===== src/hw/rtl/adcf_pkg.sv =====
// ----------------------------------------------------------------------------
// Adaptive defocus cost filter package
// Constants, register codes and control structs shared by the block.
// ----------------------------------------------------------------------------
package adcf_pkg;

   localparam int MAX_WIDTH   = 1024;
   localparam int COL_W       = $clog2(MAX_WIDTH);
   localparam int MAX_SMALL_R = 3;
   localparam int MAX_LARGE_R = 7;
   localparam int FRAC_BITS   = 4;
   localparam int PIN_ROWS    = 2 * MAX_LARGE_R + 1;
   localparam int DIST_ROWS   = 2 * MAX_SMALL_R + 1;
   localparam int ROWM_W      = $clog2(PIN_ROWS);
   localparam int DROWM_W     = $clog2(DIST_ROWS);
   localparam int ROW_W       = 13;
   localparam int MAX_HEIGHT  = 4096;
   localparam int DIST_W      = 13;
   localparam int SQ_W        = 18;
   localparam int SQRT_IN_W   = SQ_W + 2 * FRAC_BITS;
   localparam int SQRT_STEPS  = SQRT_IN_W / 2;
   localparam int REM_W       = DIST_W + 2;
   localparam int NUM_W       = 19;
   localparam int GTERM_W     = 18;
   localparam int BEST_W      = 19;
   localparam int GAMMA_FRAC  = 12;
   localparam int COST_W      = 17;
   localparam logic [COST_W-1:0] COST_MAX = '1;
   localparam int ADDR_W      = 5;

   localparam logic [2:0] REG_WIDTH  = 3'd0;
   localparam logic [2:0] REG_HEIGHT = 3'd1;
   localparam logic [2:0] REG_SMALL  = 3'd2;
   localparam logic [2:0] REG_LARGE  = 3'd3;
   localparam logic [2:0] REG_GAMMA  = 3'd4;

   typedef struct packed {
      logic [9:0]  image_width;
      logic [12:0] image_height;
      logic [1:0]  small_radius;
      logic [2:0]  large_radius;
      logic [15:0] gamma_weight;
   } cfg_type;

   typedef struct packed {
      logic load;
      logic sqrt_pix;
      logic store_pix;
      logic sum_rd;
      logic sum_acc;
      logic div_start;
      logic def_write;
      logic ctr_rd;
      logic ctr_ld;
      logic nb_rd;
      logic nb_sq;
      logic nb_upd;
      logic fin;
      logic out_load;
      logic advance;
   } cmd_type;

   typedef struct packed {
      logic sqrt_done;
      logic div_done;
      logic win_last;
      logic do_sum;
      logic do_cost;
      logic m_zero;
      logic rsp_busy;
   } status_type;

endpackage


===== src/hw/rtl/adcf_ctrl.sv =====
// ----------------------------------------------------------------------------
// Adaptive defocus cost filter controller
// Sequences one transaction through distance, box average and cost search.
// ----------------------------------------------------------------------------
module adcf_ctrl (
   input  logic                 clock,
   input  logic                 reset,
   input  logic                 req_valid,
   output logic                 req_ready,
   input  adcf_pkg::status_type status,
   output adcf_pkg::cmd_type    cmd
);

   localparam logic [3:0] S_IDLE     = 4'd0;
   localparam logic [3:0] S_D1       = 4'd1;
   localparam logic [3:0] S_D2       = 4'd2;
   localparam logic [3:0] S_DIV_GO   = 4'd3;
   localparam logic [3:0] S_SUM_RD   = 4'd4;
   localparam logic [3:0] S_SUM_ACC  = 4'd5;
   localparam logic [3:0] S_DIV      = 4'd6;
   localparam logic [3:0] S_DEF_WR   = 4'd7;
   localparam logic [3:0] S_COST_CHK = 4'd8;
   localparam logic [3:0] S_CTR_RD   = 4'd9;
   localparam logic [3:0] S_CTR_LD   = 4'd10;
   localparam logic [3:0] S_NB_RD    = 4'd11;
   localparam logic [3:0] S_NB_SQ    = 4'd12;
   localparam logic [3:0] S_NB_WAIT  = 4'd13;
   localparam logic [3:0] S_FIN      = 4'd14;
   localparam logic [3:0] S_OUT      = 4'd15;

   logic [3:0] state_ff, state_in;

   always_comb begin
      state_in = state_ff;
      cmd      = '0;
      unique case (state_ff)
         S_IDLE: begin
            if (req_valid) begin
               cmd.load = 1'b1;
               state_in = S_D1;
            end
         end
         S_D1: begin
            cmd.sqrt_pix = 1'b1;
            state_in     = S_D2;
         end
         S_D2: begin
            if (status.sqrt_done) begin
               cmd.store_pix = 1'b1;
               state_in      = status.do_sum ? S_SUM_RD : S_COST_CHK;
            end
         end
         S_SUM_RD: begin
            cmd.sum_rd = 1'b1;
            state_in   = S_SUM_ACC;
         end
         S_SUM_ACC: begin
            cmd.sum_acc = 1'b1;
            state_in    = status.win_last ? S_DIV_GO : S_SUM_RD;
         end
         S_DIV_GO: begin
            cmd.div_start = 1'b1;
            state_in      = S_DIV;
         end
         S_DIV: begin
            if (status.div_done) begin
               state_in = S_DEF_WR;
            end
         end
         S_DEF_WR: begin
            cmd.def_write = 1'b1;
            state_in      = S_COST_CHK;
         end
         S_COST_CHK: begin
            if (!status.do_cost) begin
               state_in = S_OUT;
            end else if (status.m_zero) begin
               state_in = S_FIN;
            end else begin
               state_in = S_CTR_RD;
            end
         end
         S_CTR_RD: begin
            cmd.ctr_rd = 1'b1;
            state_in   = S_CTR_LD;
         end
         S_CTR_LD: begin
            cmd.ctr_ld = 1'b1;
            state_in   = S_NB_RD;
         end
         S_NB_RD: begin
            cmd.nb_rd = 1'b1;
            state_in  = S_NB_SQ;
         end
         S_NB_SQ: begin
            cmd.nb_sq = 1'b1;
            state_in  = S_NB_WAIT;
         end
         S_NB_WAIT: begin
            if (status.sqrt_done) begin
               cmd.nb_upd = 1'b1;
               state_in   = status.win_last ? S_FIN : S_NB_RD;
            end
         end
         S_FIN: begin
            cmd.fin  = 1'b1;
            state_in = S_OUT;
         end
         S_OUT: begin
            if (!status.do_cost) begin
               cmd.advance = 1'b1;
               state_in    = S_IDLE;
            end else if (!status.rsp_busy) begin
               cmd.out_load = 1'b1;
               cmd.advance  = 1'b1;
               state_in     = S_IDLE;
            end
         end
         default: state_in = S_IDLE;
      endcase
   end

   always_ff @(posedge clock) begin
      if (reset) begin
         state_ff <= S_IDLE;
      end else begin
         state_ff <= state_in;
      end
   end

   assign req_ready = (state_ff == S_IDLE);

endmodule


===== config.mk =====
export PLATFORM = sky130hd
export DESIGN_NAME = adcf_ctrl
export DESIGN_NICKNAME = d
export VERILOG_FILES = /design/src/hw/rtl/adcf_pkg.sv /design/src/hw/rtl/adcf_ctrl.sv
export SDC_FILE = /design/constraint.sdc
export NUM_CORES = 1
export LEC_CHECK = 0
export BUFFER_PORTS_ARGS = -buffer_cell sky130_fd_sc_hd__buf_4
export CAP_MARGIN = 5
export CORE_AREA = 2 2 39 41
export DETAILED_ROUTE_END_ITERATION = 7
export DIE_AREA = 0 0 41 43
export PLACE_DENSITY_LB_ADDON = 0.15
export REMOVE_ABC_BUFFERS = 1
export SYNTH_ARGS = -nofsm -noshare
export SYNTH_HDL_FRONTEND = slang
export SYNTH_SLANG_ARGS = --single-unit

===== constraint.sdc =====
create_clock -name clock -period 2.1 [get_ports clock]
set_input_delay 0.21 -clock clock [delete_from_list [all_inputs] [get_ports clock]]
set_output_delay 0.21 -clock clock [all_outputs]
set_load 0.01 [all_outputs]

### Yosys cells after proc, flatten, opt, wreduce, memory -nomap -nowiden

Cells that the tools add are included.

| word-level totals | value |
|---|---|
| bits in read-only memories | 0 |
| bits of input ports | 10 |
| output and inout port bits | 16 |
| latch bits | 0 |
| flip-flop bits (word level) | 4 |
| word-level logic and storage cells | 54 |
| bits in writable memories | 0 |
| memories | 0 |

| cells by class | value |
|---|---|
| shift-type cells | 0 |
| multipliers | 0 |
| reduce and logical (&&, ||, !) cells | 2 |
| divide/modulo/power cells | 0 |
| muxes and demuxes | 31 |
| bitwise logic cells | 0 |
| order comparisons | 0 |
| add/subtract/negate cells | 0 |
| equal/unequal tests | 20 |

Operator list:

| cell | number |
|---|---|
| $pmux W4 S16 | 1 |
| $eq A4 B4 Y1 const B | 8 |
| $mux W4 | 8 |
| $mux W1 | 17 |
| $eq A4 B3 Y1 const B | 4 |
| $mux W3 | 3 |
| $eq A4 B2 Y1 const B | 2 |
| $ne A2 B2 Y1 const B | 4 |
| $reduce_and A5 Y1 | 1 |
| $eq A4 B1 Y1 const B | 1 |
| $logic_not A4 Y1 | 1 |
| $mux W2 | 2 |
| $ne A3 B3 Y1 const B | 1 |

### Depth between registers and ports, before layout

Gate-level depths: netlist (run 1).

| logic depth | value |
|---|---|
| depth after elaboration | 3 |
| gate-level depth with buffers | 6 |
| depth with buffers taken out | 4 |

### Worst setup path after synthesis (run 1)

OpenSTA, ideal clock, no wires.

| path | value |
|---|---|
| path type | reg-to-output |
| start | register state_ff[0] |
| end | output cmd[1] in the netlist's numbering |
| stages on the path, launching flop included | 5 |
| arrival time | 1.415 ns |
| slack | 0.475 ns |
| required time | 1.890 ns |
| path buffers | 2 |
| cells stage by stage | dfxtp_1 -> buf_2 -> clkbuf_1 -> nand2_1 -> nor4b_1 |

RTL lines:

| what | RTL line | source |
|---|---|---|
| start, declared | adcf_ctrl.sv:31 | `logic [3:0] state_ff, state_in;` |
| start signal, assigned | adcf_ctrl.sv:127 | `state_ff <= state_in;` |
| end, declared | adcf_ctrl.sv:11 | `output adcf_pkg::cmd_type cmd` |

==> results.cfg, run 1 <==
[run_status]
run_status = finished clean

[timing]
skew_ns = 0.001093
report.final.setup_viol = 0
slew_viol_final = 0
relative_max_transition_margin = 0.6066
grt_setup_unrepaired = false
final_hold_viol_count = 0
finalWorstPathRequiredPeriod_ns = 1.835
fin_tns_setup_ns = 0
fmax_mhz = 544.8
fin_worst_hold_slack_ns = 0.1862
tightestPinTransition_ns = 0.5893
ratio_of_final_minimum_period_to_clock_period = 0.8740

[layout]
layout_common_cells = sky130_fd_sc_hd__buf_4 (27), sky130_fd_sc_hd__nor2_1 (13), sky130_fd_sc_hd__o21ai_0 (8)
final_core_utilization = 0.5570
largest_register_ffs = 4
layout_commonest_cell = sky130_fd_sc_hd__buf_4
biggestRegsByFlops = state_ff (4)
fillerInstances = 136
num_antenna_cells = 0
registers.top_by_ff_count = state_ff
area_growth_pct = 35.98
num-nets-final = 117
postLayoutCellArea_um2 = 770.7
post_route_cells_drive_above_1_share = 0.3238

[placed_design]
dpl-instance-area_um2 = 748.2
portBuffers = 25
final_estimated_routing_congestion_in_global_placement = 0.8545
hpwlAfterDp_mm = 1.099

[route]
drt_first_iter_violations = 13
met2WireLength_um = 692
dr_wl_met3_um = 65
totalWireLength_mm = 1.485
first_pass_iters = 4
drt-wirelength-per-cell_um = 12.27
wire_length_the_detailed_router_placed_on_met1_um = 728
num_vias = 688
vias_per_cell = 5.686
highest_layer = met3
drcViolationCount = 0
antenna_left = 0

[power_and_ir_drop]
leakage_nw = 0.3001
worst_ir_drop_vdd_mv = 0.5876
power.density_nw_per_um2 = 1031
total_power_mw = 0.7947

[setup_path]
critical_path.startpoint_type = flip-flop
worstPathBufferInverterCount = 1
timing.rr.end = state_ff[1]
worstSetupStartpoint = state_ff[2]
worst_r2r_path_depth = 4
critical_path.top_delay_family = flip-flops
worstPathCellList = nand2_1 -> nor4b_1 -> buf_4
path_max_fanout = 18
critical_path.endpoint_type = output port
critical_path_depth_in_cells = 3
endpoint = cmd[1]
cpPeakStageDelay_ns = 0.64
cp.arrival_ns = 1.63
worst_path_max_delay_cell = sky130_fd_sc_hd__dfxtp_1
worst_case_register_to_register_setup_slack_ns = 0.33
required_ns = 1.89
worstReg2RegStart = state_ff[0]
type_of_the_worst_setup_path = reg -> out

[logic_synthesis]
ys_seq_area_frac = 0.1413
syn-mean-instance-area_um2 = 6.829
biggest_area_consumer_among_synthesized_cells = sky130_fd_sc_hd__dfxtp_1
synth_seq_cells = 4
mappedNetlistArea_um2 = 566.8
synth_cells = 83
netlist_top_cells_area = sky130_fd_sc_hd__dfxtp_1 (14%), sky130_fd_sc_hd__nor2_1 (8.6%), sky130_fd_sc_hd__o21ai_0 (7.1%), sky130_fd_sc_hd__nor3_1 (6.2%), sky130_fd_sc_hd__nand2b_1 (4.4%)
synthDominantCellAreaShare = 0.1413
synthesis.yosys.warnings = 0
yosys.cell_types.count = 38

[grt]
first_global_vias = 555
grt_util_all_layers = 0.1946
grt_overflow = 0
grt_max_degree = 21
antenna_violations_before_repair = 0
global_route_wire_length_before_repair_mm = 2.421

[floorplanning]
die_outline_area_um2 = 1763
core_area_um2 = 1384
std_cell_rows = 14
die_height_um = 43
width_of_the_chip_um = 41
ios = 26
start_util = 0.4096

[clock_tree]
cts-buffers-inserted = 3
cts.repair_timing.setup_buffer_count = 0
clk_root_buffer_cell = sky130_fd_sc_hd__clkbuf_4
cts_repair_resized_insts = 0
cts_hold_repair.buffers = 0
clk-insertion-delay-late_ns = 0.23
tritoncts = yes
clock_tree.buffer_depth = 2
cts.sink_count = 4
cts_max_level = 1
cts.clk_slew.worst_paths_ns = 0.04

[job]
drv.max_cap_violation_count = 0

[worst_hold_path]
hold_path.class = in -> reg
hold_path_startpoint = reset
power by group:
part | switching [mW] | total, mW | internal, mW
Clock | 0.0315 | 0.0954 | 0.0639
Combinational | 0.231 | 0.489 | 0.258
Sequential | 0.107 | 0.210 | 0.103
area by class of cell:
class	instances	area, um^2	area share
clock buffers	3	22.52	0.02922
flip-flops and latches	4	80.08	0.1039
well taps	16	20.02	0.02597
inverters	3	11.26	0.01461
repair buffers	27	202.7	0.2630
multi-input cells	68	434.2	0.5633
cells in the mapped netlist:
cell type                   instances
sky130_fd_sc_hd__or4b_4             1
sky130_fd_sc_hd__nor4bb_1           1
sky130_fd_sc_hd__clkbuf_1           4
sky130_fd_sc_hd__and3b_1            2
sky130_fd_sc_hd__o22ai_1            1
sky130_fd_sc_hd__o21bai_1           1
sky130_fd_sc_hd__o2111a_1           1
sky130_fd_sc_hd__o21ai_0            8
sky130_fd_sc_hd__inv_1              3
sky130_fd_sc_hd__nor3b_1            1
sky130_fd_sc_hd__o211ai_1           1
sky130_fd_sc_hd__and4_1             1
sky130_fd_sc_hd__nand3b_1           2
sky130_fd_sc_hd__nor4b_1            1
sky130_fd_sc_hd__or3b_2             1
sky130_fd_sc_hd__nand2_1            2
sky130_fd_sc_hd__and2_1             1
sky130_fd_sc_hd__nor2_1            13
sky130_fd_sc_hd__a2bb2oi_1          1
sky130_fd_sc_hd__o32ai_1            1
sky130_fd_sc_hd__nand4b_1           1
sky130_fd_sc_hd__and4_4             1
sky130_fd_sc_hd__dfxtp_1            4
sky130_fd_sc_hd__nor3_1             7
sky130_fd_sc_hd__nand3_1            1
sky130_fd_sc_hd__a22oi_1            1
sky130_fd_sc_hd__nor4_1             1
sky130_fd_sc_hd__nor2b_1            1
sky130_fd_sc_hd__nand2b_1           4
sky130_fd_sc_hd__buf_2              3
sky130_fd_sc_hd__buf_6              1
sky130_fd_sc_hd__o32ai_2            1
sky130_fd_sc_hd__a2111oi_0          1
sky130_fd_sc_hd__o31ai_1            2
sky130_fd_sc_hd__o221ai_1           1
sky130_fd_sc_hd__a21oi_1            3
sky130_fd_sc_hd__a21o_1             1
sky130_fd_sc_hd__a211oi_1           2
worst reg2reg max path, stage by stage, from the launching register on:
cell                       delay, ns
sky130_fd_sc_hd__dfxtp_1        0.63
sky130_fd_sc_hd__nor4bb_1       0.42
sky130_fd_sc_hd__o21ai_0        0.11
sky130_fd_sc_hd__o21ai_0        0.33
sky130_fd_sc_hd__o32ai_1        0.15
metrics by stage:
step | instances | setup WS [ns]
6_report | 121 | 0.2646
5_1_grt | 121 | 0.08478
4_1_cts | 121 | 0.2572
3_5_place_dp | 118 | 0.3611
3_3_place_gp | 118 | 0.3618
2_1_floorplan | 75 | 0.3883
metal layers:
| metal | vias up | track usage |
|---|---|---|
| li1 | 358 | - |
| met1 | 312 | 0.2981 |
| met2 | 18 | 0.2594 |
| met3 | 0 | 0.06806 |
| met4 | 0 | 0.03333 |
| met5 | - | 0 |
worst min path at each step:
stage | to | cells after the start
4_1_cts | state_ff[3] | 2
6_report | state_ff[3] | 2
5_1_grt | state_ff[0] | 2
3_5_place_dp | state_ff[3] | 2
2_1_floorplan | state_ff[3] | 1
3_3_place_gp | state_ff[3] | 2
cells by family (layout without fill, tap and decap cells):
kind of cell           count (synthesis)  count (layout)  share of synthesized area
AOI/OAI and AO/OA                     26              26                     0.3245
and+or+nand+nor                       42              42                     0.4415
DFF                                    4               4                     0.1413
buffers and inverters                 11              33                    0.09270
Note: power is estimated with default switching activity, not from simulation.
==> run 2: changes to the inputs <==
--- a/config.mk
+++ b/config.mk
@@ -7,9 +7,9 @@
 export LEC_CHECK = 0
 export BUFFER_PORTS_ARGS = -buffer_cell sky130_fd_sc_hd__buf_4
 export CAP_MARGIN = 5
-export CORE_AREA = 2 2 39 41
+export CORE_AREA = 10 10 47 49
 export DETAILED_ROUTE_END_ITERATION = 7
-export DIE_AREA = 0 0 41 43
+export DIE_AREA = 0 0 57 59
 export PLACE_DENSITY_LB_ADDON = 0.15
 export REMOVE_ABC_BUFFERS = 1
 export SYNTH_ARGS = -nofsm -noshare
==> results.cfg, run 2 (same netlist as run 1, synthesis figures left out) <==
[clock_tree]
tritoncts = yes
cts.clk_slew.worst_paths_ns = 0.04
cts.repair_timing.setup_buffer_count = 0
cts-buffers-inserted = 3
clk_root_buffer_cell = sky130_fd_sc_hd__clkbuf_4
cts_repair_resized_insts = 0
clk-insertion-delay-late_ns = 0.24
cts_hold_repair.buffers = 0
cts.sink_count = 4
cts_max_level = 1
clock_tree.buffer_depth = 2

[placed_design]
final_estimated_routing_congestion_in_global_placement = 0.8563
hpwlAfterDp_mm = 1.381
dp_cells = 120
dpl-instance-area_um2 = 763.2
portBuffers = 25
pre_cts_slack_ns = 0.4069

[route]
first_pass_iters = 4
drt_first_iter_violations = 27
drcViolationCount = 0
num_vias = 726
drt-wirelength-per-cell_um = 15.33
vias_per_cell = 5.902
antenna_left = 0
totalWireLength_mm = 1.885

[grt]
grt_overflow = 0
global_route_wire_length_before_repair_mm = 3.022
first_global_vias = 720
grt_util_all_layers = 0.1068
antenna_violations_before_repair = 0
grt_max_degree = 19

[layout]
area_growth_pct = 38.63
largest_register_ffs = 4
final_core_utilization = 0.5607
registers.top_by_ff_count = state_ff
postLayoutCellArea_um2 = 785.8
layout_common_cells = sky130_fd_sc_hd__buf_4 (29), sky130_fd_sc_hd__nor2_1 (13), sky130_fd_sc_hd__o21ai_0 (8)
finish.cell_count_without_fillers = 123
layout_commonest_cell = sky130_fd_sc_hd__buf_4
biggestRegsByFlops = state_ff (4)
num-nets-final = 119
post_route_cells_drive_above_1_share = 0.3364
num_antenna_cells = 0

[floorplanning]
ios = 26
die_height_um = 59
start_util = 0.4045
width_of_the_chip_um = 57
core_area_um2 = 1401
std_cell_rows = 14
die_outline_area_um2 = 3363

[timing]
finalWorstPathRequiredPeriod_ns = 1.878
final_hold_viol_count = 0
fin_tns_setup_ns = 0
ratio_of_final_minimum_period_to_clock_period = 0.8944
final_critical_path_setup_slack_ns = 0.2217
fmax_mhz = 532.4
slew_viol_final = 0
relative_max_transition_margin = 0.6214
report.final.setup_viol = 0
skew_ns = 0.006947
grt_setup_unrepaired = false
fin_worst_hold_slack_ns = 0.1761
tightestPinTransition_ns = 0.5671

[power_and_ir_drop]
total_power_mw = 0.8253
leakage_nw = 0.3109
power.density_nw_per_um2 = 1050
worst_ir_drop_vdd_mv = 0.3967

[setup_path]
required_ns = 1.89
worstReg2RegStart = state_ff[0]
critical_path.endpoint_type = output port
critical_path.startpoint_type = flip-flop
path_max_fanout = 18
worstSetupStartpoint = state_ff[2]
cp.arrival_ns = 1.67
type_of_the_worst_setup_path = reg -> out

[run_status]
run_status = finished clean

[worst_hold_path]
hold_path.class = in -> reg
hold_path_startpoint = reset

[job]
drv.max_cap_violation_count = 0
==> run 2: cell types whose count changed in the layout (fill, tap and decap cells not counted) <==
cell and delta:
sky130_fd_sc_hd__buf_4 +2
==> run 2: final timing paths <==
path	end	slack, ns	depth (start not counted)
worst min register to register	state_ff[3]	0.68	2
worst min-delay path	state_ff[0]	0.18	2
worst max register to register	state_ff[1]	0.37	4
worst max-delay path	cmd[1]	0.22	3
==> run 2: power breakdown <==
part | internal, mW | leakage (nW) | switching [mW]
Sequential | 0.103 | 0.0326 | 0.0772
Combinational | 0.274 | 0.264 | 0.273
Clock | 0.0641 | 0.0138 | 0.0340
Total | 0.441 | 0.311 | 0.385
==> run 2: layout make-up <==
class / instances / area, um^2
inverter: 3 / 11.26
sequential: 4 / 80.08
timing repair buffer: 29 / 217.7
clock buffer: 3 / 22.52
multi-input combinational: 68 / 434.2
tap: 16 / 20.02
fill: 150 / 615.6
==> run 2: metal layers <==
metal,part of all wire,wire [um],track usage
met1,0.45,857,0.1190
met2,0.41,776,0.1581
met3,0.12,224,0.06438
met4,0.014,26,0.05034
met5,0,0,0
==> run 2: critical path, cell delays in order, from the launching register on <==
cell	delay, ns
sky130_fd_sc_hd__dfxtp_1	0.67
sky130_fd_sc_hd__nand2_1	0.29
sky130_fd_sc_hd__nor4b_1	0.30
sky130_fd_sc_hd__buf_4	0.17
