===== src/hw/rtl/adcf_pkg.sv =====
// ----------------------------------------------------------------------------
// Adaptive defocus cost filter package
// Constants, register codes and control structs shared by the block.
// ----------------------------------------------------------------------------
package adcf_pkg;

   localparam int MAX_WIDTH   = 1024;
   localparam int COL_W       = $clog2(MAX_WIDTH);
   localparam int MAX_SMALL_R = 3;
   localparam int MAX_LARGE_R = 7;
   localparam int FRAC_BITS   = 4;
   localparam int PIN_ROWS    = 2 * MAX_LARGE_R + 1;
   localparam int DIST_ROWS   = 2 * MAX_SMALL_R + 1;
   localparam int ROWM_W      = $clog2(PIN_ROWS);
   localparam int DROWM_W     = $clog2(DIST_ROWS);
   localparam int ROW_W       = 13;
   localparam int MAX_HEIGHT  = 4096;
   localparam int DIST_W      = 13;
   localparam int SQ_W        = 18;
   localparam int SQRT_IN_W   = SQ_W + 2 * FRAC_BITS;
   localparam int SQRT_STEPS  = SQRT_IN_W / 2;
   localparam int REM_W       = DIST_W + 2;
   localparam int NUM_W       = 19;
   localparam int GTERM_W     = 18;
   localparam int BEST_W      = 19;
   localparam int GAMMA_FRAC  = 12;
   localparam int COST_W      = 17;
   localparam logic [COST_W-1:0] COST_MAX = '1;
   localparam int ADDR_W      = 5;

   localparam logic [2:0] REG_WIDTH  = 3'd0;
   localparam logic [2:0] REG_HEIGHT = 3'd1;
   localparam logic [2:0] REG_SMALL  = 3'd2;
   localparam logic [2:0] REG_LARGE  = 3'd3;
   localparam logic [2:0] REG_GAMMA  = 3'd4;

   typedef struct packed {
      logic [9:0]  image_width;
      logic [12:0] image_height;
      logic [1:0]  small_radius;
      logic [2:0]  large_radius;
      logic [15:0] gamma_weight;
   } cfg_type;

   typedef struct packed {
      logic load;
      logic sqrt_pix;
      logic store_pix;
      logic sum_rd;
      logic sum_acc;
      logic div_start;
      logic def_write;
      logic ctr_rd;
      logic ctr_ld;
      logic nb_rd;
      logic nb_sq;
      logic nb_upd;
      logic fin;
      logic out_load;
      logic advance;
   } cmd_type;

   typedef struct packed {
      logic sqrt_done;
      logic div_done;
      logic win_last;
      logic do_sum;
      logic do_cost;
      logic m_zero;
      logic rsp_busy;
   } status_type;

endpackage


===== src/hw/rtl/adcf_csr.sv =====
// ----------------------------------------------------------------------------
// Adaptive defocus cost filter registers
// APB-style configuration registers with readback.
// ----------------------------------------------------------------------------
module adcf_csr (
   input  logic                          clock,
   input  logic                          reset,
   input  logic                          psel,
   input  logic                          penable,
   input  logic                          pwrite,
   input  logic [adcf_pkg::ADDR_W-1:0]   paddr,
   input  logic [31:0]                   pwdata,
   output logic [31:0]                   prdata,
   output logic                          pready,
   output adcf_pkg::cfg_type             cfg,
   output logic                          cfg_wr
);

   adcf_pkg::cfg_type cfg_ff, cfg_in;
   logic [2:0]        idx;
   logic              wr, hit;

   assign idx = paddr[adcf_pkg::ADDR_W-1:2];
   assign wr  = psel && penable && pwrite;

   always_comb begin
      cfg_in = cfg_ff;
      hit    = 1'b1;
      prdata = '0;
      unique case (idx)
         adcf_pkg::REG_WIDTH: begin
            prdata = {22'd0, cfg_ff.image_width};
            if (wr) cfg_in.image_width = pwdata[9:0];
         end
         adcf_pkg::REG_HEIGHT: begin
            prdata = {19'd0, cfg_ff.image_height};
            if (wr) cfg_in.image_height = pwdata[12:0];
         end
         adcf_pkg::REG_SMALL: begin
            prdata = {30'd0, cfg_ff.small_radius};
            if (wr) cfg_in.small_radius = pwdata[1:0];
         end
         adcf_pkg::REG_LARGE: begin
            prdata = {29'd0, cfg_ff.large_radius};
            if (wr) cfg_in.large_radius = pwdata[2:0];
         end
         adcf_pkg::REG_GAMMA: begin
            prdata = {16'd0, cfg_ff.gamma_weight};
            if (wr) cfg_in.gamma_weight = pwdata[15:0];
         end
         default: hit = 1'b0;
      endcase
   end

   always_ff @(posedge clock) begin
      if (reset) begin
         cfg_ff.image_width  <= 10'd64;
         cfg_ff.image_height <= 13'd64;
         cfg_ff.small_radius <= 2'd1;
         cfg_ff.large_radius <= 3'd3;
         cfg_ff.gamma_weight <= 16'd4096;
      end else begin
         cfg_ff <= cfg_in;
      end
   end

   assign cfg    = cfg_ff;
   assign cfg_wr = wr && hit;
   assign pready = 1'b1;

endmodule


===== config.mk =====
export PLATFORM = sky130hd
export DESIGN_NAME = adcf_csr
export DESIGN_NICKNAME = d
export VERILOG_FILES = /design/src/hw/rtl/adcf_pkg.sv /design/src/hw/rtl/adcf_csr.sv
export SDC_FILE = /design/constraint.sdc
export NUM_CORES = 1
export LEC_CHECK = 0
export CORE_MARGIN = 8
export CORE_UTILIZATION = 35
export DETAILED_ROUTE_END_ITERATION = 8
export DONT_BUFFER_PORTS = 1
export PLACE_DENSITY = 0.56
export REMOVE_ABC_BUFFERS = 1
export SYNTH_ARGS = -nofsm -noshare
export SYNTH_HDL_FRONTEND = slang
export SYNTH_SLANG_ARGS = --single-unit

===== constraint.sdc =====
create_clock -name clock -period 3.11 [get_ports clock]
set_clock_uncertainty 0.2 [all_clocks]
set_input_delay 0.622 -clock clock [delete_from_list [all_inputs] [get_ports clock]]
set_output_delay 0.622 -clock clock [all_outputs]
set_load 0.005 [all_outputs]

# Yosys cells after proc, flatten, opt, wreduce, memory -nomap -nowiden
# Index checks and enable logic that the tools add are counted.
# totals
register_bits,44
input_bits,42
output_inout_bits,78
wordCells,21
# op_classes
eq_ne,4
muxes,2
n_reduce_logical,10
# op_table
operator,count
$pmux W16 S5,1
$reduce_and A2 Y1,5
$eq A3 B2 Y1 const B,2
$reduce_or A5 Y1,1
$eq A3 B1 Y1 const B,1
$eq A3 B3 Y1 const B,1
$logic_and A1 B1 Y1,3
$logic_not A3 Y1,1
$mux W1,1

# Longest topological paths before layout
# Gate-level depths: netlist of the first run.
# logic_depth
depth_word,4
mapped_depth,6
mapped_depth_nobuf,3

# Worst setup path before layout of the first run
# OpenSTA, ideal clock, no wires.
# synth_timing
path_type,input to output
start,in paddr[2] in the netlist's numbering
end,out prdata[10]
t_arrival_ns,1.391
required_ns,2.288
setup_slack_ns,0.897
path_stages,5
n_path_buf,2
path_cell_list,buf_6 -> nor2b_1 -> clkbuf_1 -> a22oi_1 -> nor2_1
# synth_between
elab_chain_len,2
word_cells_on_any_way,6
cone_classes,4 x eq/ne; 1 x mux; 1 x reduce/logical
# synth_lines
item,line_no,source
start: declaration,adcf_csr.sv:11,"input logic [adcf_pkg::ADDR_W-1:0] paddr,"
"$eq A3 B3 Y1, or another cell as far along",adcf_csr.sv:30,unique case (idx)
$pmux W16 S5 (*),adcf_csr.sv:30,
end: declaration,adcf_csr.sv:13,"output logic [31:0] prdata,"
# Every way passes the cells marked *; elsewhere a longest branch is shown, timed or not.

# Worst setup path in the final report of the first run
# layout_timing
start,in paddr[4] in the netlist's numbering
end,out prdata[1]
# The elaborated chain is that of the path after synthesis.

==> qor.txt, run 1 <==
Max Freq -> 0.436 GHz
Post-DRT Antenna Nets -> 0
Longest Clk Path Bufs -> 2
largest net degree at the start of global routing -> 65
post-synthesis cell count -> 247
Filler cells -> 679
Avg Inst Size Synth -> 9.51 um^2
slew of the pin with the lowest slew margin -> 693 ps
# resized after CTS -> 0
area leader, netlist -> dfxtp_1
total of max-cap violations -> 0
Num CTS Buffers -> 5
Setup TNS Final -> 0 ps
CP endpoint kind -> primary output
max reg flops -> 44
Slew Viols, Final -> 0
initial drt markers -> 60
routability cong. -> 0.706
non-filler cells, final -> 317
R2R Setup Slk -> 2230 ps
Die H -> 97.9 um
#FFs+latches synth -> 44
Required @ worst endpoint -> 2290 ps
R2R Path Start -> cfg[12]
vias in the first global route -> 1,719
WL final -> 6.22 mm
CP max FO -> 23
nets@finish -> 278
CP endpoint -> prdata[1]
post-synthesis cell type count -> 30
global-route wire length before repair -> 9.71 mm
H-tree depth -> 2
PnR worst setup slack -> 815 ps
GRT overflow -> 0
top cell type's share of synthesized area -> 0.375
Worst R2R Path Depth -> 2
peak supply drop -> 224 uV
worst rel slew slack -> 0.538
Core Box Area -> 6640 um^2
post-route DRC violation count -> 0
pre-CTS worst setup slack -> 783 ps
via count -> 1,604
I/O pin count -> 120
Warnings, synthesis -> 0
R2R Path End -> cfg[12]
endpoints failing setup -> 0
Final HPWL DP -> 4.45 mm
cell area power density -> 442 nW/um^2
P_leak -> 1.02 nW
sequential area share after synthesis -> 0.375
unrepaired setup endpoints after global routing -> false
Die Wd -> 97.9 um
routed len/inst -> 19.6 um
min Tclk post-route -> 2300 ps
Critical Path Source -> paddr[4]
n_diodes -> 0
GRT Total Usage -> 0.127
Design Power -> 0.00107 W
CTS tree -> built
status -> complete, no violations
Setup Fix Bufs, Post-CTS -> 0
routed vias/inst -> 5.06
Root Buffer -> clkbuf_8
synthesis-to-layout area growth -> 2.50%
final period utilization -> 0.738
DIE AREA -> 9590 um^2
antenna violations before repair -> 0
final hold violations -> 0
Worst-path clk slew -> 80 ps
clock sinks -> 44
Worst-Skew Late Latency -> 290 ps
Starting Density -> 0.354
Core Rows -> 30
first-pass iteration count of the detailed router -> 4
crit path DAT -> 1470 ps
utilization after layout -> 0.363
leading cell type in the layout, fill and taps excluded -> nand2b_1
worst setup path class -> in -> out
I/O Buffers -> 0
share of cells above drive strength 1 -> 0.0591
hold_buf cts -> 0
# placed instances -> 309
HP Class -> in -> reg
top cells by area, synth -> dfxtp_1 (37%), mux2i_1 (23%), nand2b_1 (15%)
Startpoint Class -> input pin
post-synth design cell area -> 2350 um^2
most frequent cells in the layout -> nand2b_1 (55), mux2i_1 (54), dfxtp_1 (44)
-- synth_stat cells --
| cell type | count |
|---|---|
| a21oi_1 | 1 |
| a2bb2oi_1 | 8 |
| or3_1 | 1 |
| nand4_2 | 1 |
| and3_1 | 3 |
| o21ai_0 | 1 |
| clkbuf_1 | 10 |
| buf_6 | 2 |
| dfxtp_1 | 44 |
| and4b_1 | 1 |
| mux2_2 | 2 |
| nand2b_1 | 55 |
| inv_1 | 1 |
| buf_4 | 17 |
| nor3_4 | 1 |
| nand3b_2 | 1 |
| nand4b_1 | 1 |
| nand2_2 | 1 |
| nor2_1 | 23 |
| conb_1 | 2 |
| mux2i_1 | 54 |
| nor3_1 | 1 |
| nand3_1 | 1 |
| a32oi_1 | 2 |
| buf_2 | 5 |
| nand2_1 | 1 |
| nor2b_1 | 2 |
| and3b_1 | 1 |
| o22ai_1 | 1 |
| a22oi_1 | 3 |
-- worst min-delay path by stage --
stage          startpoint  depth (start not counted)  endpoint
2_1_floorplan     cfg[13]                          2   cfg[13]
3_3_place_gp      cfg[14]                          2   cfg[14]
3_5_place_dp      cfg[26]                          2   cfg[26]
4_1_cts         pwdata[6]                          2    cfg[6]
5_1_grt        pwdata[12]                          2   cfg[33]
6_report        pwdata[6]                          2    cfg[6]
-- worst max-delay path: stages --
cell,delay [ps]
nor2b_1,310
buf_4,240
a2bb2oi_1,80
o22ai_1,210
-- cell type report --
type / count / area (um^2) / area share
inverters: 1 / 3.75 / 0.00156
clock buffers: 6 / 72.6 / 0.0301
well taps: 80 / 100 / 0.0416
flip-flops and latches: 44 / 881 / 0.366
clock inverters: 2 / 35.0 / 0.0145
repair buffers: 1 / 7.51 / 0.00312
multi-input cells: 183 / 1310 / 0.543
-- stage by stage --
step	hold WS, ps	instance area (um^2)
after floorplan	273	2190
after global placement	293	2300
after detailed placement	306	2300
after CTS	269	2410
after global routing	273	2410
final	278	2410
-- metal layers --
layer	routed length (um)	up-vias	track usage
met1	2510	761	0.135
met2	2950	65	0.212
met4	23	0	0.0288
li1	-	776	-
met5	0	-	0
met3	733	2	0.0733
-- power breakdown --
group / leakage, nW / switching [W] / internal (W)
Sequential: 0.355 / 0.00000458 / 0.000567
Combinational: 0.614 / 0.0000286 / 0.0000307
Clock: 0.0552 / 0.000196 / 0.000239
Total: 1.02 / 0.000229 / 0.000836
-- kinds of logic after synthesis --
| family | synth area share |
|---|---|
| flip-flops | 0.375 |
| multiplexers | 0.240 |
| buffers and inverters | 0.0921 |
| AO/OA/AOI/OAI | 0.0538 |
| other | 0.00320 |
| AND/OR/NAND/NOR | 0.236 |
No activity file was read; power rests on OpenSTA's default activity.
==> run 2: changes to the inputs <==
==> constraint.sdc (replaced) <==
create_clock -name clock -period 2.4 [get_ports clock]
set_clock_uncertainty 0.2 [all_clocks]
set_input_delay 0.48 -clock clock [delete_from_list [all_inputs] [get_ports clock]]
set_output_delay 0.48 -clock clock [all_outputs]
set_load 0.005 [all_outputs]
==> qor.txt, run 2 (synthesis results as in run 1) <==
Post-DRT Antenna Nets -> 0
GRT Total Usage -> 0.128
unrepaired setup endpoints after global routing -> false
I/O pin count -> 120
R2R Path Start -> cfg[33]
worst rel slew slack -> 0.629
Worst R2R Path Depth -> 2
Worst-path clk slew -> 90 ps
Required @ worst endpoint -> 1720 ps
total of max-cap violations -> 0
Hold Startpoint -> pwdata[13]
leading cell type in the layout, fill and taps excluded -> nand2b_1
routability cong. -> 0.712
vias in the first global route -> 1,654
Starting Density -> 0.354
initial drt markers -> 34
GRT overflow -> 0
Root Buffer -> clkbuf_8
cell area power density -> 530 nW/um^2
worst setup path class -> reg -> out
final period utilization -> 0.802
met1 wire length -> 2.54 mm
worst hold endpoint -> cfg[13]
I/O Buffers -> 0
Final HPWL DP -> 4.48 mm
Longest Clk Path Bufs -> 2
met2 WL -> 2.88 mm
pre-CTS worst setup slack -> 557 ps
Startpoint Class -> flop
CP max FO -> 3
R2R Path End -> cfg[33]
fin area -> 2400 um^2
most frequent cells in the layout -> nand2b_1 (55), mux2i_1 (54), dfxtp_1 (44)
WL final -> 6.21 mm
global-route wire length before repair -> 9.67 mm
endpoints failing setup -> 0
share of cells above drive strength 1 -> 0.0672
antenna violations before repair -> 0
first-pass iteration count of the detailed router -> 4
Setup Fix Bufs, Post-CTS -> 0
nets@finish -> 280
hold_buf cts -> 0
P_leak -> 1.02 nW
final hold violations -> 0
HP Class -> in -> reg
met3 routed WL -> 723 um
routed len/inst -> 19.5 um
via count -> 1,616
synthesis-to-layout area growth -> 2.02%
max layer used -> met4
max reg flops -> 44
routed vias/inst -> 5.08
Filler cells -> 705
min Tclk post-route -> 1920 ps
PnR worst setup slack -> 476 ps
n_diodes -> 0
peak supply drop -> 243 uV
Die H -> 97.9 um
CP endpoint kind -> primary output
Num CTS Buffers -> 5
DIE AREA -> 9590 um^2
Post-DP Area -> 2320 um^2
Die Wd -> 97.9 um
H-tree depth -> 2
Max Freq -> 0.520 GHz
CTS tree -> built
Core Rows -> 30
post-route DRC violation count -> 0
status -> complete, no violations
Core Box Area -> 6640 um^2
crit path DAT -> 1240 ps
# resized after CTS -> 0
largest net degree at the start of global routing -> 65
Min-Delay Path Depth -> 2
clock sinks -> 44
Slew Viols, Final -> 0
R2R Setup Slk -> 1520 ps
Worst-Skew Late Latency -> 290 ps
Setup TNS Final -> 0 ps
slew of the pin with the lowest slew margin -> 555 ps
-- run 2: changes by cell type in the layout (fill, tap and decap cells not counted) --
cell,before,now
buf_4,1,3
bufinv_16,1,0
clkbuf_1,1,0
clkinvlp_4,0,1
-- run 2: metal layers --
layer,vias up,global-route usage
li1,783,-
met1,758,0.142
met2,67,0.205
met3,8,0.0676
met4,0,0.0396
met5,-,0
-- run 2: worst max-delay path, stage by stage, from the launching register on --
cell     delay (ps)
dfxtp_1         350
mux2_2          280
a32oi_1         160
o21ai_0         160
-- run 2: layout make-up --
cell class / count / area (um^2) / area share
flip-flops and latches: 44 / 881 / 0.367
repair buffers: 3 / 22.5 / 0.00939
multi-input cells: 183 / 1310 / 0.546
inverters: 1 / 3.75 / 0.00157
clock buffers: 5 / 68.8 / 0.0287
clock inverters: 2 / 12.5 / 0.00522
well taps: 80 / 100 / 0.0418
-- run 2: how the worst max path moves through the flow --
stage / slack, ps / endpoint / startpoint
2_1_floorplan: 530 / prdata[1] / paddr[4]
3_3_place_gp: 560 / cfg_wr / paddr[3]
3_5_place_dp: 560 / cfg_wr / paddr[3]
4_1_cts: 440 / prdata[0] / cfg[21]
5_1_grt: 370 / prdata[0] / cfg[21]
6_report: 480 / prdata[0] / cfg[21]
-- run 2: through the flow --
step,hold WS (ps),utilization,total power (W),instances
after global placement,294,0.349,0.000835,311
after CTS,125,0.361,0.00129,318
after global routing,126,0.361,0.00133,318
after floorplan,273,-,0.000820,228
after detailed placement,302,0.349,0.000836,311
final,137,0.361,0.00127,318
-- run 2: power by group --
group / internal (W) / switching, W / total, W
combinational: 0.0000410 / 0.0000367 / 0.0000778
clock: 0.000198 / 0.000255 / 0.000452
sequential: 0.000735 / 0.00000604 / 0.000741
==> run 3: changes to the inputs <==
--- a/config.mk
+++ b/config.mk
@@ -5,11 +5,12 @@
 export SDC_FILE = /design/constraint.sdc
 export NUM_CORES = 1
 export LEC_CHECK = 0
+export ABC_AREA = 1
 export CORE_MARGIN = 8
 export CORE_UTILIZATION = 35
 export DETAILED_ROUTE_END_ITERATION = 8
 export DONT_BUFFER_PORTS = 1
-export PLACE_DENSITY = 0.56
+export PLACE_DENSITY = 0.58
 export REMOVE_ABC_BUFFERS = 1
 export SYNTH_ARGS = -nofsm -noshare
 export SYNTH_HDL_FRONTEND = slang
==> constraint.sdc (replaced) <==
create_clock -name clock -period 1.56 [get_ports clock]
set_clock_uncertainty 0.2 [all_clocks]
set_input_delay 0.312 -clock clock [delete_from_list [all_inputs] [get_ports clock]]
set_output_delay 0.312 -clock clock [all_outputs]
set_load 0.005 [all_outputs]
==> qor.txt, run 3 <==
asr flop ratio synth -> 0
register share of total power -> 0.545
clock share of power -> 0.351
leading cell type in the layout, fill and taps excluded -> nand2_1
top cell type's share of synthesized area -> 0.362
Worst-path clk slew -> 80 ps
max reg flops -> 44
n_diodes -> 0
non-filler cells, final -> 448
GRT overflow -> 0
#FFs+latches synth -> 44
R2R Path End -> cfg[40]
P_sw -> 0.000550 W
H-tree depth -> 2
P_leak -> 1.17 nW
Switching Fraction -> 0.260
first-pass iteration count of the detailed router -> 4
antenna violations before repair -> 0
met2 WL -> 3.05 mm
final period utilization -> 0.959
CTS tree -> built
Num CTS Buffers -> 5
Post-synth EDFFs -> 0
I/O Buffers -> 0
Post-synth top cells -> nand2_1 (96), nor2_1 (82), nand3_1 (58)
Logic pwr share -> 0.104
final hold violations -> 0
Min-Delay Path Depth -> 4
mux share of post-synthesis cell area -> 0
crit path DAT -> 980 ps
worst hold endpoint -> cfg[6]
CP endpoint kind -> primary output
Final HPWL DP -> 4.93 mm
Core Rows -> 30
share of cells above drive strength 1 -> 0.117
min Tclk post-route -> 1500 ps
Longest Clk Path Bufs -> 2
Post-Synth Simple-Gate Area -> 0.460
HP Class -> in -> reg
internal power -> 0.00156 W
Starting Density -> 0.360
vias in the first global route -> 2,007
CP max FO -> 13
Worst-Skew Late Latency -> 290 ps
peak supply drop -> 375 uV
R2R Setup Slk -> 700 ps
post-synthesis cell count -> 365
global-route wire length before repair -> 10.9 mm
cell area power density -> 824 nW/um^2
endpoints failing setup -> 0
post-synthesis cell type count -> 22
Worst R2R Path Depth -> 2
routed vias/inst -> 4.79
combinational family with the most area after synthesis -> simple AND/OR/NAND/NOR gates
Core Box Area -> 6760 um^2
Required @ worst endpoint -> 1050 ps
total of max-cap violations -> 0
R2R Path Start -> cfg[40]
sequential area share after synthesis -> 0.362
Setup TNS Final -> 0 ps
area leader, netlist -> dfxtp_1
Root Buffer -> clkbuf_8
Die H -> 99.3 um
synthesis-to-layout area growth -> 5.61%
post-synth design cell area -> 2430 um^2
top cells by area, synth -> dfxtp_1 (36%), nand2_1 (15%), nor2_1 (13%)
Warnings, synthesis -> 0
nets@finish -> 409
most frequent cells in the layout -> nand2_1 (96), nor2_1 (82), nand3_1 (57)
utilization after layout -> 0.380
via count -> 2,148
Max Freq -> 0.669 GHz
ys flop type -> dfxtp_1
Setup Fix Bufs, Post-CTS -> 0
clock sinks -> 44
largest net degree at the start of global routing -> 45
routability cong. -> 0.807
status -> complete, no violations
post-route DRC violation count -> 0
met1 wire length -> 2.83 mm
count leader, synth -> nand2_1
DIE AREA -> 9870 um^2
Avg Inst Size Synth -> 6.66 um^2
post-synthesis adder-cell area fraction -> 0
Hold Startpoint -> pwdata[6]
met3 routed WL -> 837 um
Synth Area in XOR/XNOR -> 0
routed len/inst -> 15.1 um
Startpoint Class -> input pin
Post-DRT Antenna Nets -> 0
unrepaired setup endpoints after global routing -> false
max layer used -> met4
# placed instances -> 436
WL final -> 6.75 mm
GRT Total Usage -> 0.137
initial drt markers -> 115
worst setup path class -> in -> out
Filler cells -> 771
Slew Viols, Final -> 0
post-synthesis compound-gate area fraction -> 0.0103
I/O pin count -> 120
Die Wd -> 99.3 um
[run 3: cell types whose count changed after synthesis, sizes merged, moves of 26 or more]
cell / previous run / this run
nand2b: 55 / 0
mux2i: 54 / 0
nand2: 2 / 98
inv: 1 / 27
nor2: 23 / 92
nand3: 1 / 59
[run 3: repair_timing]
item	4_1_cts	5_1_grt
setup endpoints to repair	0	4
resized for setup	0	8
hold buffers	4	0
hold endpoints to repair	6	0
[run 3: worst max-delay path: stages]
cell	delay, ps
inv_2	50
nand2_1	60
nor2_2	130
buf_4	230
nand2_1	70
nand3_1	120
[run 3: stage by stage]
step / instance area, um^2 / worst slack, ps / total power, W / hold WS [ps]
finish: 2570 / 64.7 / 0.00211 / 41.9
floorplan: 2200 / -93.6 / 0.00132 / 238
global placement: 2420 / 46.0 / 0.00138 / 241
global route: 2570 / 8.98 / 0.00223 / 58.8
CTS: 2550 / 39.9 / 0.00216 / 31.2
detailed placement: 2420 / 41.2 / 0.00139 / 245
[run 3: layout make-up]
class | instances | area [um^2] | share of cell area
Tap cell | 80 | 100 | 0.0390
Clock inverter | 2 | 10.0 | 0.00390
Timing Repair Buffer | 15 | 164 | 0.0638
Sequential cell | 44 | 888 | 0.346
Inverter | 28 | 110 | 0.0429
Multi-Input combinational cell | 273 | 1210 | 0.472
Clock buffer | 6 | 82.6 | 0.0322
[run 3: cells by family (layout without fill, tap and decap cells)]
kind of cell | after synthesis | after routing
buffers and inverters | 63 | 51
other | 2 | 17
flip-flops | 44 | 44
AND/OR/NAND/NOR | 251 | 251
AO/OA/AOI/OAI | 5 | 5
[run 3: how the worst max path moves through the flow]
| stage | startpoint | end | slack (ps) | cells past startpoint |
|---|---|---|---|---|
| after floorplan | paddr[3] | prdata[2] | -90 | 7 |
| after global placement | paddr[2] | prdata[7] | 50 | 6 |
| after detailed placement | pwrite | cfg[8] | 40 | 5 |
| after CTS | cfg[1] | prdata[1] | 40 | 4 |
| after global routing | cfg[21] | prdata[0] | 9 | 4 |
| final | paddr[3] | prdata[7] | 60 | 6 |
[run 3: power groups by stage]
stage	registers, W	clock network, W	logic [W]
after floorplan	0.00117	0	0.000144
after global placement	0.00118	0	0.000205
after detailed placement	0.00118	0	0.000209
after CTS	0.00115	0.000783	0.000218
after global routing	0.00116	0.000820	0.000249
final	0.00115	0.000742	0.000221
[run 3: per-layer routing]
metal / track usage / vias up
met5: 0 / -
met4: 0.0244 / 0
met3: 0.0670 / 4
met2: 0.217 / 80
met1: 0.164 / 966
li1: - / 1098
